--- config.mk ---
export PLATFORM = sky130hd
export DESIGN_NAME = separated_time_slot_allocator_core
export DESIGN_NICKNAME = d
export VERILOG_FILES = /design/src/sta_pkg.sv /design/src/sta_ram.sv /design/src/separated_time_slot_allocator_core.sv
export SDC_FILE = /design/constraint.sdc
export NUM_CORES = 1
export LEC_CHECK = 0
export ABC_AREA = 0
export BUFFER_PORTS_ARGS = -buffer_cell sky130_fd_sc_hd__buf_2
export CORE_UTILIZATION = 63
export CTS_CLUSTER_DIAMETER = 200
export DETAILED_ROUTE_END_ITERATION = 7
export HOLD_SLACK_MARGIN = 0.06
export PLACE_DENSITY = 0.86
export SYNTH_ARGS = -nofsm -noshare
export SYNTH_HDL_FRONTEND = slang
export SYNTH_HIERARCHICAL = 1
export SYNTH_SLANG_ARGS = --single-unit
--- constraint.sdc ---
create_clock -name clk -period 10 [get_ports clk]
set_input_delay 1 -clock clk [delete_from_list [all_inputs] [get_ports clk]]
set_output_delay 1 -clock clk [all_outputs]
set_load 0.02 [all_outputs]
--- src/sta_pkg.sv ---
// ----------------------------------------------------------------------------
// sta_pkg
// Shared types and constants of the separated time slot allocator.
// ----------------------------------------------------------------------------
package sta_pkg;

    // field widths fixed by the interface
    localparam int TIME_W = 32;
    localparam int SEP_W  = 16;
    localparam int USED_W = 5;

    // separation after reset, in seconds
    localparam logic [SEP_W-1:0] SEP_RESET = 16'd60;

    // request sequencer states
    typedef enum logic [3:0] {
        ST_IDLE,
        ST_FIRST,
        ST_WALK,
        ST_LAST,
        ST_PURGE_START,
        ST_PURGE,
        ST_INS_START,
        ST_INS,
        ST_INS_LAST,
        ST_DONE
    } state_t;

endpackage

--- src/sta_ram.sv ---
// ----------------------------------------------------------------------------
// sta_ram
// Generic simple dual-port RAM, one write port and one registered read port.
// ----------------------------------------------------------------------------
module sta_ram #(
    parameter int WIDTH = 32,
    parameter int DEPTH = 16
) (
    input  logic                     clk,
    input  logic                     wr_en,
    input  logic [$clog2(DEPTH)-1:0] wr_addr,
    input  logic [WIDTH-1:0]         wr_data,
    input  logic [$clog2(DEPTH)-1:0] rd_addr,
    output logic [WIDTH-1:0]         rd_data
);

    logic [WIDTH-1:0] mem [DEPTH];

    // write port
    always_ff @(posedge clk)
    begin
        if (wr_en)
        begin
            mem[wr_addr] <= wr_data;
        end
    end

    // registered read port
    always_ff @(posedge clk)
    begin
        rd_data <= mem[rd_addr];
    end

endmodule

--- src/separated_time_slot_allocator_core.sv ---
// ----------------------------------------------------------------------------
// separated_time_slot_allocator_core
// Grants slot times that keep a minimum separation from a sorted slot table.
// ----------------------------------------------------------------------------
// Each request carries a requested time and the current time and returns one
// result: the granted time, a flag set when the table was full and the grant
// was dropped, and the number of stored slots afterward. The table is kept
// sorted in a single-port-read RAM used as a ring (a purge only moves the
// head), and one sequencer walks it entry by entry with one shared saturating
// adder: a gap walk to pick the grant, a purge scan of stale entries and an
// insertion that shifts larger entries up one place while it searches from
// the top. Each step of the sequencer makes one RAM read, and the input is not
// ready from an accepted request until its result is handed to the output
// register, which waits while the previous result still sits unread.
// A finished result waits in an output register.
// ----------------------------------------------------------------------------
module separated_time_slot_allocator_core #(
    parameter int SLOT_CAPACITY = 16
) (
    input  logic        clk,
    input  logic        rst_n,
    // separation register write
    input  logic        cfg_wr_en,
    input  logic [15:0] cfg_wr_data,
    // request stream
    input  logic        s_axis_tvalid,
    output logic        s_axis_tready,
    input  logic [63:0] s_axis_tdata,   // [31:0] requested_time, [63:32] current_time
    // result stream
    output logic        m_axis_tvalid,
    input  logic        m_axis_tready,
    output logic [39:0] m_axis_tdata,   // [31:0] granted_time, [36:32] slots_used, rest 0
    output logic        m_axis_tuser    // [0] not_stored
);

    localparam int IDX_W = (SLOT_CAPACITY > 1) ? $clog2(SLOT_CAPACITY) : 1;
    localparam int CNT_W = $clog2(SLOT_CAPACITY + 1);
    localparam int SUM_W = CNT_W + 1;
    localparam logic [SUM_W-1:0] CAP_S = SUM_W'(SLOT_CAPACITY);
    localparam logic [CNT_W-1:0] CAP_C = CNT_W'(SLOT_CAPACITY);
    localparam logic [sta_pkg::USED_W-1:0] CAP_USED = sta_pkg::USED_W'(SLOT_CAPACITY);

    // ring position of a logical table index
    function automatic logic [IDX_W-1:0] phys(input logic [IDX_W-1:0] head,
                                             input logic [CNT_W-1:0] lidx);
        logic [SUM_W-1:0] sum;
        sum = SUM_W'(head) + SUM_W'(lidx);
        if (sum >= CAP_S)
        begin
            sum = sum - CAP_S;
        end
        return sum[IDX_W-1:0];
    endfunction

    sta_pkg::state_t state_reg, state_next;

    logic [sta_pkg::SEP_W-1:0]  sep_reg;
    logic [sta_pkg::TIME_W-1:0] req_reg, req_next;
    logic [sta_pkg::TIME_W-1:0] now_reg, now_next;
    logic [sta_pkg::TIME_W-1:0] lo_reg, lo_next;
    logic [sta_pkg::TIME_W-1:0] grant_reg, grant_next;
    logic                       ns_reg, ns_next;
    logic [CNT_W-1:0]           idx_reg, idx_next;
    logic [CNT_W-1:0]           count_reg, count_next;
    logic [IDX_W-1:0]           head_reg, head_next;

    logic                       out_valid_reg, out_valid_next;
    logic [sta_pkg::TIME_W-1:0] out_grant_reg, out_grant_next;
    logic                       out_ns_reg, out_ns_next;
    logic [sta_pkg::USED_W-1:0] out_used_reg, out_used_next;

    logic                       ram_we;
    logic [CNT_W-1:0]           wr_lidx;
    logic [CNT_W-1:0]           rd_lidx;
    logic [sta_pkg::TIME_W-1:0] ram_wdata;
    logic [sta_pkg::TIME_W-1:0] rd_data;
    logic [IDX_W-1:0]           wr_addr;
    logic [IDX_W-1:0]           rd_addr;

    logic [sta_pkg::TIME_W-1:0] add_a;
    logic [sta_pkg::TIME_W:0]   add_sum;
    logic [sta_pkg::TIME_W-1:0] add_sat;
    logic [sta_pkg::TIME_W-1:0] pair_diff;
    logic [sta_pkg::TIME_W-1:0] gap;
    logic [31:0]                cnt_ext;
    logic [CNT_W-1:0]           kept;
    logic                       in_accept;
    logic                       out_free;

    assign in_accept = s_axis_tvalid && s_axis_tready;
    assign out_free  = !out_valid_reg || m_axis_tready;

    // shared saturating adder: request or lower entry plus separation
    assign add_a   = (state_reg == sta_pkg::ST_FIRST) ? req_reg : lo_reg;
    assign add_sum = {1'b0, add_a} + (sta_pkg::TIME_W + 1)'(sep_reg);
    assign add_sat = add_sum[sta_pkg::TIME_W] ? '1 : add_sum[sta_pkg::TIME_W-1:0];

    // pair gap against twice the separation
    assign pair_diff = rd_data - lo_reg;
    assign gap       = sta_pkg::TIME_W'({sep_reg, 1'b0});

    // entries left after the purge scan
    assign kept = count_reg - idx_reg;

    assign cnt_ext = 32'(count_reg);

    assign wr_addr = phys(head_reg, wr_lidx);
    assign rd_addr = phys(head_reg, rd_lidx);

    sta_ram #(
        .WIDTH (sta_pkg::TIME_W),
        .DEPTH (SLOT_CAPACITY)
    ) u_slots (
        .clk     (clk),
        .wr_en   (ram_we),
        .wr_addr (wr_addr),
        .wr_data (ram_wdata),
        .rd_addr (rd_addr),
        .rd_data (rd_data)
    );

    // separation register
    always_ff @(posedge clk or negedge rst_n)
    begin
        if (!rst_n)
        begin
            sep_reg <= sta_pkg::SEP_RESET;
        end
        else if (cfg_wr_en)
        begin
            sep_reg <= cfg_wr_data;
        end
    end

    // control state
    always_ff @(posedge clk or negedge rst_n)
    begin
        if (!rst_n)
        begin
            state_reg     <= sta_pkg::ST_IDLE;
            count_reg     <= '0;
            head_reg      <= '0;
            out_valid_reg <= 1'b0;
        end
        else
        begin
            state_reg     <= state_next;
            count_reg     <= count_next;
            head_reg      <= head_next;
            out_valid_reg <= out_valid_next;
        end
    end

    // datapath registers
    always_ff @(posedge clk)
    begin
        req_reg       <= req_next;
        now_reg       <= now_next;
        lo_reg        <= lo_next;
        grant_reg     <= grant_next;
        ns_reg        <= ns_next;
        idx_reg       <= idx_next;
        out_grant_reg <= out_grant_next;
        out_ns_reg    <= out_ns_next;
        out_used_reg  <= out_used_next;
    end

    // sequencer
    always_comb
    begin
        state_next     = state_reg;
        req_next       = req_reg;
        now_next       = now_reg;
        lo_next        = lo_reg;
        grant_next     = grant_reg;
        ns_next        = ns_reg;
        idx_next       = idx_reg;
        count_next     = count_reg;
        head_next      = head_reg;
        out_valid_next = out_valid_reg && !m_axis_tready;
        out_grant_next = out_grant_reg;
        out_ns_next    = out_ns_reg;
        out_used_next  = out_used_reg;
        ram_we         = 1'b0;
        wr_lidx        = '0;
        rd_lidx        = '0;
        ram_wdata      = grant_reg;

        unique case (state_reg)
            sta_pkg::ST_IDLE:
            begin
                // read of the first entry goes out with the request
                rd_lidx = '0;
                if (in_accept)
                begin
                    req_next = s_axis_tdata[31:0];
                    now_next = s_axis_tdata[63:32];
                    if (count_reg == '0)
                    begin
                        // empty table: store as is, no purge
                        ram_we     = 1'b1;
                        wr_lidx    = '0;
                        ram_wdata  = s_axis_tdata[31:0];
                        grant_next = s_axis_tdata[31:0];
                        ns_next    = 1'b0;
                        count_next = CNT_W'(1);
                        state_next = sta_pkg::ST_DONE;
                    end
                    else
                    begin
                        state_next = sta_pkg::ST_FIRST;
                    end
                end
            end

            sta_pkg::ST_FIRST:
            begin
                rd_lidx = CNT_W'(1);
                if (add_sat < rd_data)
                begin
                    // early request fits ahead of the first slot
                    grant_next = req_reg;
                    state_next = sta_pkg::ST_PURGE_START;
                end
                else
                begin
                    lo_next  = rd_data;
                    idx_next = '0;
                    if (count_reg == CNT_W'(1))
                    begin
                        state_next = sta_pkg::ST_LAST;
                    end
                    else
                    begin
                        state_next = sta_pkg::ST_WALK;
                    end
                end
            end

            sta_pkg::ST_WALK:
            begin
                // rd_data is the upper entry of the pair, next one is fetched
                rd_lidx = idx_reg + CNT_W'(2);
                if ((pair_diff > gap) && (req_reg > lo_reg) && (req_reg < rd_data))
                begin
                    grant_next = (req_reg < add_sat) ? add_sat : req_reg;
                    state_next = sta_pkg::ST_PURGE_START;
                end
                else if ((pair_diff > gap) && (req_reg < lo_reg))
                begin
                    grant_next = add_sat;
                    state_next = sta_pkg::ST_PURGE_START;
                end
                else
                begin
                    lo_next  = rd_data;
                    idx_next = idx_reg + CNT_W'(1);
                    if (({1'b0, idx_reg} + SUM_W'(2)) >= {1'b0, count_reg})
                    begin
                        state_next = sta_pkg::ST_LAST;
                    end
                end
            end

            sta_pkg::ST_LAST:
            begin
                // past the last entry
                grant_next = (add_sat < req_reg) ? req_reg : add_sat;
                state_next = sta_pkg::ST_PURGE_START;
            end

            sta_pkg::ST_PURGE_START:
            begin
                rd_lidx    = '0;
                idx_next   = '0;
                state_next = sta_pkg::ST_PURGE;
            end

            sta_pkg::ST_PURGE:
            begin
                // rd_data holds entry idx, the following one is fetched
                rd_lidx = idx_reg + CNT_W'(1);
                if ((idx_reg < count_reg) && (rd_data < now_reg))
                begin
                    idx_next = idx_reg + CNT_W'(1);
                end
                else
                begin
                    head_next  = phys(head_reg, idx_reg);
                    count_next = kept;
                    if (grant_reg < now_reg)
                    begin
                        ns_next    = 1'b0;
                        state_next = sta_pkg::ST_DONE;
                    end
                    else if (kept >= CAP_C)
                    begin
                        ns_next    = 1'b1;
                        state_next = sta_pkg::ST_DONE;
                    end
                    else if (kept == '0)
                    begin
                        // everything purged: grant becomes the only entry
                        ram_we     = 1'b1;
                        wr_lidx    = idx_reg;
                        ram_wdata  = grant_reg;
                        ns_next    = 1'b0;
                        count_next = CNT_W'(1);
                        state_next = sta_pkg::ST_DONE;
                    end
                    else
                    begin
                        ns_next    = 1'b0;
                        state_next = sta_pkg::ST_INS_START;
                    end
                end
            end

            sta_pkg::ST_INS_START:
            begin
                rd_lidx    = count_reg - CNT_W'(1);
                idx_next   = count_reg;
                state_next = sta_pkg::ST_INS;
            end

            sta_pkg::ST_INS:
            begin
                // rd_data holds entry idx-1; shift it up while above the grant
                rd_lidx = idx_reg - CNT_W'(2);
                ram_we  = 1'b1;
                wr_lidx = idx_reg;
                if (rd_data > grant_reg)
                begin
                    ram_wdata = rd_data;
                    idx_next  = idx_reg - CNT_W'(1);
                    if (idx_reg == CNT_W'(1))
                    begin
                        state_next = sta_pkg::ST_INS_LAST;
                    end
                end
                else
                begin
                    ram_wdata  = grant_reg;
                    count_next = count_reg + CNT_W'(1);
                    state_next = sta_pkg::ST_DONE;
                end
            end

            sta_pkg::ST_INS_LAST:
            begin
                ram_we     = 1'b1;
                wr_lidx    = '0;
                ram_wdata  = grant_reg;
                count_next = count_reg + CNT_W'(1);
                state_next = sta_pkg::ST_DONE;
            end

            sta_pkg::ST_DONE:
            begin
                // hand the result to the output register
                if (out_free)
                begin
                    out_valid_next = 1'b1;
                    out_grant_next = grant_reg;
                    out_ns_next    = ns_reg;
                    out_used_next  = cnt_ext[sta_pkg::USED_W-1:0];
                    state_next     = sta_pkg::ST_IDLE;
                end
            end

            default:
            begin
                state_next = sta_pkg::ST_IDLE;
            end
        endcase
    end

    // ports
    assign s_axis_tready = (state_reg == sta_pkg::ST_IDLE);
    assign m_axis_tvalid = out_valid_reg;
    assign m_axis_tdata  = {3'b000, out_used_reg, out_grant_reg};
    assign m_axis_tuser  = out_ns_reg;

    // a request always leaves idle
    a_accept_leaves_idle: assert property (@(posedge clk) disable iff (!rst_n)
        in_accept |=> (state_reg == sta_pkg::ST_FIRST) || (state_reg == sta_pkg::ST_DONE))
        else $error("request accepted but sequencer did not start");

    // table writes only on an empty-table store, full purge or insertion
    a_write_phase: assert property (@(posedge clk) disable iff (!rst_n)
        ram_we |-> (state_reg == sta_pkg::ST_IDLE) || (state_reg == sta_pkg::ST_PURGE) ||
                   (state_reg == sta_pkg::ST_INS) || (state_reg == sta_pkg::ST_INS_LAST))
        else $error("slot table written outside a store phase");

    // count never exceeds the capacity
    a_count_range: assert property (@(posedge clk) disable iff (!rst_n)
        count_reg <= CAP_C)
        else $error("slot count above capacity");

    // a dropped grant is reported only with a full table
    a_drop_full: assert property (@(posedge clk) disable iff (!rst_n)
        (m_axis_tvalid && m_axis_tuser) |-> (out_used_reg == CAP_USED))
        else $error("grant dropped while table not full");

    // insertion never grows the table past the capacity
    a_insert_room: assert property (@(posedge clk) disable iff (!rst_n)
        (state_reg == sta_pkg::ST_INS_START) |-> (count_reg < CAP_C))
        else $error("insertion started on a full table");

endmodule
Yosys cells after proc, flatten, opt, wreduce, memory -nomap -nowiden. Memory sizes are Yosys's and may differ from the RTL's. A register that Yosys moved wholly into a read port is not among the register bits. Index checks and enable logic that the tools add are counted.

Logic and storage cells: 171. Memories: 1. Input port bits: 85. Register bits after elaboration: 202. Bits in writable memories: 512.

Add/sub/neg operators: 16. Reductions and logical operators: 27. Equality and inequality tests: 25. Bitwise gates (word level): 1. Magnitude comparators: 16. Multiplexer cells: 71.

Memories: u_slots.mem (words 16, width 32, read ports 1, clocked after Yosys merged registers in 1, wr ports 1, RTL line sta_ram.sv:17) `logic [WIDTH-1:0] mem [DEPTH];`.

Operators by type and width (number): $mux W32 (13); $lt A32 B32 Y1 (7); $pmux W32 S2 (2); $pmux W32 S4 (1); $mux W5 (16); $gt A32 B32 Y1 (2); $mux W4 (15); $pmux W4 S10 (1); $add A32 B16 Y33 (1); $gt A32 B17 Y1 (1); $sub A32 B32 Y32 (1); $pmux W5 S6 (1); $pmux W5 S5 (1); $pmux W5 S4 (1); $add A4 B5 Y6 (3); $ge A6 B5 Y1 const B (3); $eq A4 B3 Y1 const B (4); $mux W1 (16); $ne A2 B2 Y1 const B (8); $sub A4 B1 Y4 const B (3); $add A5 B1 Y5 const B (2); $eq A5 B1 Y1 const B (2); $logic_not A5 Y1 (2); $pmux W5 S2 (1); 31 further kinds (49).

Longest topological paths before layout.
Word-level depth: 10. Gate-level depth with buffers: 31.

Modules after synthesis. The synthesis kept the hierarchy.

By module, submodules not included: sta_ram (area each 19835.3 um^2, times used 1, sequential area each 16015.4 um^2, cells an instance 838); separated_time_slot_allocator_core (area each 19289.8 um^2, times used 1, sequential area each 5920.7 um^2, cells an instance 2186).

Worst setup path before layout. OpenSTA, ideal clock, no wires.

Path kind: register to register. Start point: register state_reg[3]. End point: register idx_reg[0] (enable). Period minus slack after synthesis: 8.150 ns. Setup time: 0.270 ns. Arrival: 7.881 ns. Path slack: 1.850 ns. Data required time: 9.730 ns. Cell stages (with the launch flop): 29. Buffers on the path: 7. Path through: dfrtp_1 clkbuf_1 nor4b_2 clkbuf_1 clkbuf_1 clkbuf_1 clkbuf_1 nand2_1 o21ai_0 ha_1 nor2b_1 o311a_1 o41a_1 and3_1 o21ai_1 clkbuf_1 clkbuf_1 nand2_1 ha_1 nor4_1 o21ai_0 a21oi_1 o211ai_1 a211oi_1 o21ai_0 a221oi_1 nand2b_1 o21ai_0 o211a_1.

Longest elaborated chain between the ends: 7. Elaborated cells on any way between the ends: 17. Those cells by class: 1 x add/sub; 1 x order compare; 11 x eq/ne; 2 x mux; 2 x reduce/logical.

Ends and longest elaborated chain: start, declared (RTL line separated_time_slot_allocator_core.sv:55) `sta_pkg::state_t state_reg, state_next;`; start signal, assigned (RTL line separated_time_slot_allocator_core.sv:140) `state_reg <= sta_pkg::ST_IDLE;`; start signal, assigned (RTL line separated_time_slot_allocator_core.sv:147) `state_reg <= state_next;`; $eq A4 B1 Y1 (RTL line separated_time_slot_allocator_core.sv:94, separated_time_slot_allocator_core.sv:189); $mux W32 (RTL line separated_time_slot_allocator_core.sv:94) `assign add_a = (state_reg == sta_pkg::ST_FIRST) ? req_reg : lo_reg;`; $add A32 B16 Y33 (RTL line separated_time_slot_allocator_core.sv:95) `assign add_sum = {1'b0, add_a} + (sta_pkg::TIME_W + 1)'(sep_reg);`; $mux W32 (RTL line separated_time_slot_allocator_core.sv:96) `assign add_sat = add_sum[sta_pkg::TIME_W] ? '1 : add_sum[sta_pkg::TIME_W-1:0];`; $lt A32 B32 Y1 (RTL line separated_time_slot_allocator_core.sv:219) `if (add_sat < rd_data)`; $ne A2 B2 Y1 (no source line); $reduce_and A6 Y1 (no source line) *; end signal, assigned (RTL line separated_time_slot_allocator_core.sv:162) `idx_reg <= idx_next;`; end, declared (RTL line separated_time_slot_allocator_core.sv:63) `logic [CNT_W-1:0] idx_reg, idx_next;`.

Mark *: on every way between the ends. The rest lies on a longest branch, timed or not. A chain may end at the register's enable or synchronous reset.

Worst setup path in the final report.
Start point: register state_reg[0]. End point: register grant_reg[20] (netlist bit), data pin.

Longest elaborated chain between the ends: 8. Elaborated cells on any way between the ends: 16. Those cells by class: 1 x add/sub; 2 x order compare; 3 x eq/ne; 8 x mux; 2 x reduce/logical.

Ends and longest elaborated chain: $eq A4 B1 Y1 (RTL line separated_time_slot_allocator_core.sv:94, separated_time_slot_allocator_core.sv:189); $mux W32 (RTL line separated_time_slot_allocator_core.sv:94); $add A32 B16 Y33 (RTL line separated_time_slot_allocator_core.sv:95); $mux W32 (RTL line separated_time_slot_allocator_core.sv:96); $lt A32 B32 Y1 (RTL line separated_time_slot_allocator_core.sv:246) `grant_next = (req_reg < add_sat) ? add_sat : req_reg;`; $mux W32 (RTL line separated_time_slot_allocator_core.sv:246); $mux W32 (RTL line separated_time_slot_allocator_core.sv:244) `if ((pair_diff > gap) && (req_reg > lo_reg) && (req_reg < rd_data))`; $pmux W32 S4 * (RTL line separated_time_slot_allocator_core.sv:189) `unique case (state_reg)`; via grant_next, one bit (RTL line separated_time_slot_allocator_core.sv:61) `logic [sta_pkg::TIME_W-1:0] grant_reg, grant_next;`; end signal, assigned (RTL line separated_time_slot_allocator_core.sv:160) `grant_reg <= grant_next;`; end, declared (RTL line separated_time_slot_allocator_core.sv:61).

The timed path passes the listed nets; every way through them passes the cells marked *. The select of a mux whose other input is x is not followed.

==> run metrics <==
IO buf count=around 120; final hold vios=0; Tcrit/Tclk final=0.842; DPL Wire Length=80.4 mm; H-tree depth=3; Reg2Reg Depth=25; die width=~250 microns; worst path required time=10340 ps; post-route ant nets=0; EDFF count, synth=684; Cell Area, Placed=~40000 sq um; Final Wtd Congestion=between 1 and 1.5; CP Launch Type=flip-flop; dpl ws=between 1500 and 2000 ps; clk_skew=~48 ps; cell accounting for the most synthesized area=edfxtp_1; max_slew headroom=0.254; vias in the first global route=28522; all-layer global routing usage=0.392; I/O pin cnt=roughly 130; Post-CTS Setup Bufs=0; outcome=finished, violations left; Clock Latency Late Sink=about 660 ps; ys async rst share=0.0402; maximum fanout along the worst path=35; initial antenna violation count=3; Nets=roughly 3600; Synth top cells by count=edfxtp_1, ha_1, nand2_1; dominant cells by area after synthesis=edfxtp_1, ha_1, mux4_2; global route overflow=0; Slew Limit Fails=0; Final setup viols=0; fin crit period=between 8000 and 9000 ps; row count=90; Netlist Area Pre-Place=between 30000 and 40000 sq um; # DRC=14; vias post-DR=approximately 28000; Starting Density=0.643; initial drt markers=~4500; average size of a mapped cell=12.9 sq um; Final TNS setup=0 ps; Worst Path Class, Setup=reg2reg; global-route wire length before repair=181 mm; Synth Instances=just over 3000; worst slew pin tran=1120 ps; CTS Buf Count=75; worst min-delay path category=in2async; Post-Layout Cell Count=between 4000 and 5000; post-route cell area=around 43000 sq um; # clock sinks=around 750; wire per inst=between 30 and 40 microns; Top reg by flops=u_slots/mem; Vias/cell=7.10; cell with the most instances after synthesis=edfxtp_1; RSZ-0062 raised after global routing=false; Unique masters post-synth=about 100; Critical Path Max Stage Delay=roughly 900 ps; max cap viols=0; PnR worst setup slack=1580 ps; sequential-to-total area share from yosys stat=0.561; placed cells=around 3900; pin count of the biggest net entering global routing=between 60 and 70; share of layout cells above drive strength 1=0.152; Yosys warnings=6; CTS Root Cell=clkbuf_16; #FFs+latches synth=approximately 750; Worst Path Arrival=just under 9000 ps; CTS tree=yes; Die Ht=~250 microns; CTS resizes=0; Synth Flop Type=edfxtp_1; core area=between 60000 and 70000 sq um; clock slew at reported path FFs=roughly 80 ps; failing checks=DRC; Max Fclk=~0.12 GHz; max FFs per register=slightly above 500; Die ar.=63100 sq um; Synth-to-Final Area Change=10.7%; routed wire length=123 mm; crit path max-delay cell type=a211oi_4; CP endpoint kind=flip-flop; drt first pass iters=8; post-synth top area share=0.525; cts hold-fix bufs=0; Max clock buf depth=3
[placed cells by master, fill, tap and decap left out, types with 14 or more instances in the layout]
cell type and n:
a211oi_1 25, a21o_1 50, a21oi_1 181, a221o_1 14, a222oi_1 33, a22oi_1 76, and3_1 16, buf_2 124
buf_4 44, clkbuf_16 75, clkinv_1 15, clkinv_2 15, dfrtp_1 26, dfxtp_1 32, edfxtp_1 684, ha_1 313
inv_1 247, mux2i_1 20, mux4_2 128, nand2_1 256, nand2b_1 20, nand3_1 54, nand4_1 50, nor2_1 124
nor2b_1 16, nor3_1 34, o211ai_1 23, o21a_1 19, o21ai_0 136, xnor2_1 41, xor2_1 19
[layout make-up]
| type | instances | area (sq um) |
|---|---|---|
| antenna | 2 | 5.00 |
| inverter | 250 | 941 |
| tap | 782 | 978 |
| multi-input combinational | 1915 | 15900 |
| clock inverter | 55 | 649 |
| clock buffer | 84 | 1940 |
| fill | 3796 | 17500 |
| timing repair buffer | 168 | 951 |
| sequential | 746 | 21900 |
[through the flow]
stage          hold WS [ps]   util
5_1_grt                 503  0.712
2_1_floorplan           400      -
3_5_place_dp            526  0.670
4_1_cts                 449  0.712
6_report                458  0.712
3_3_place_gp            522  0.670
[worst paths after layout]
kind                                        from            end  slack (ps)
worst max-delay path                state_reg[0]  grant_reg[20]        1580
min in group clk                s_axis_tdata[37]     now_reg[5]         530
worst max register to register      state_reg[0]  grant_reg[20]        1580
worst min-delay path                       rst_n     sep_reg[1]         460
max in group asynchronous                  rst_n    sep_reg[14]        8990
worst min register to register        sep_reg[2]     sep_reg[2]         540
[critical path, delay by kind of cell (launching register included)]
kind,cells,cell delay (ps)
simple gates,10,3380
flops,1,810
compound gates,10,2650
fa+ha+maj,3,930
buf+inv,2,350
[routing by layer]
| layer | part of all wire | global-route usage | wire (microns) |
|---|---|---|---|
| met1 | 0.34 | 0.478 | 41800 |
| met2 | 0.48 | 0.652 | 59500 |
| met3 | 0.11 | 0.0787 | 13500 |
| met4 | 0.067 | 0.228 | 8220 |
| met5 | 0.000073 | 0 | 9 |
[logic make-up after synthesis]
| family | Yosys count | share of synthesized area |
|---|---|---|
| adders and majority gates | 321 | 0.104 |
| DFF | 746 | 0.561 |
| xor gates and xnor gates | 60 | 0.0134 |
| and+or+nand+nor | 674 | 0.0825 |
| AOI/OAI and AO/OA | 703 | 0.122 |
| buffers and inverters | 365 | 0.0370 |
| muxes | 154 | 0.0805 |
| other | 1 | 0.0000958 |
Power is not shown: default switching activity piles up to over one toggle a cycle in this logic, so the estimate is an artifact.
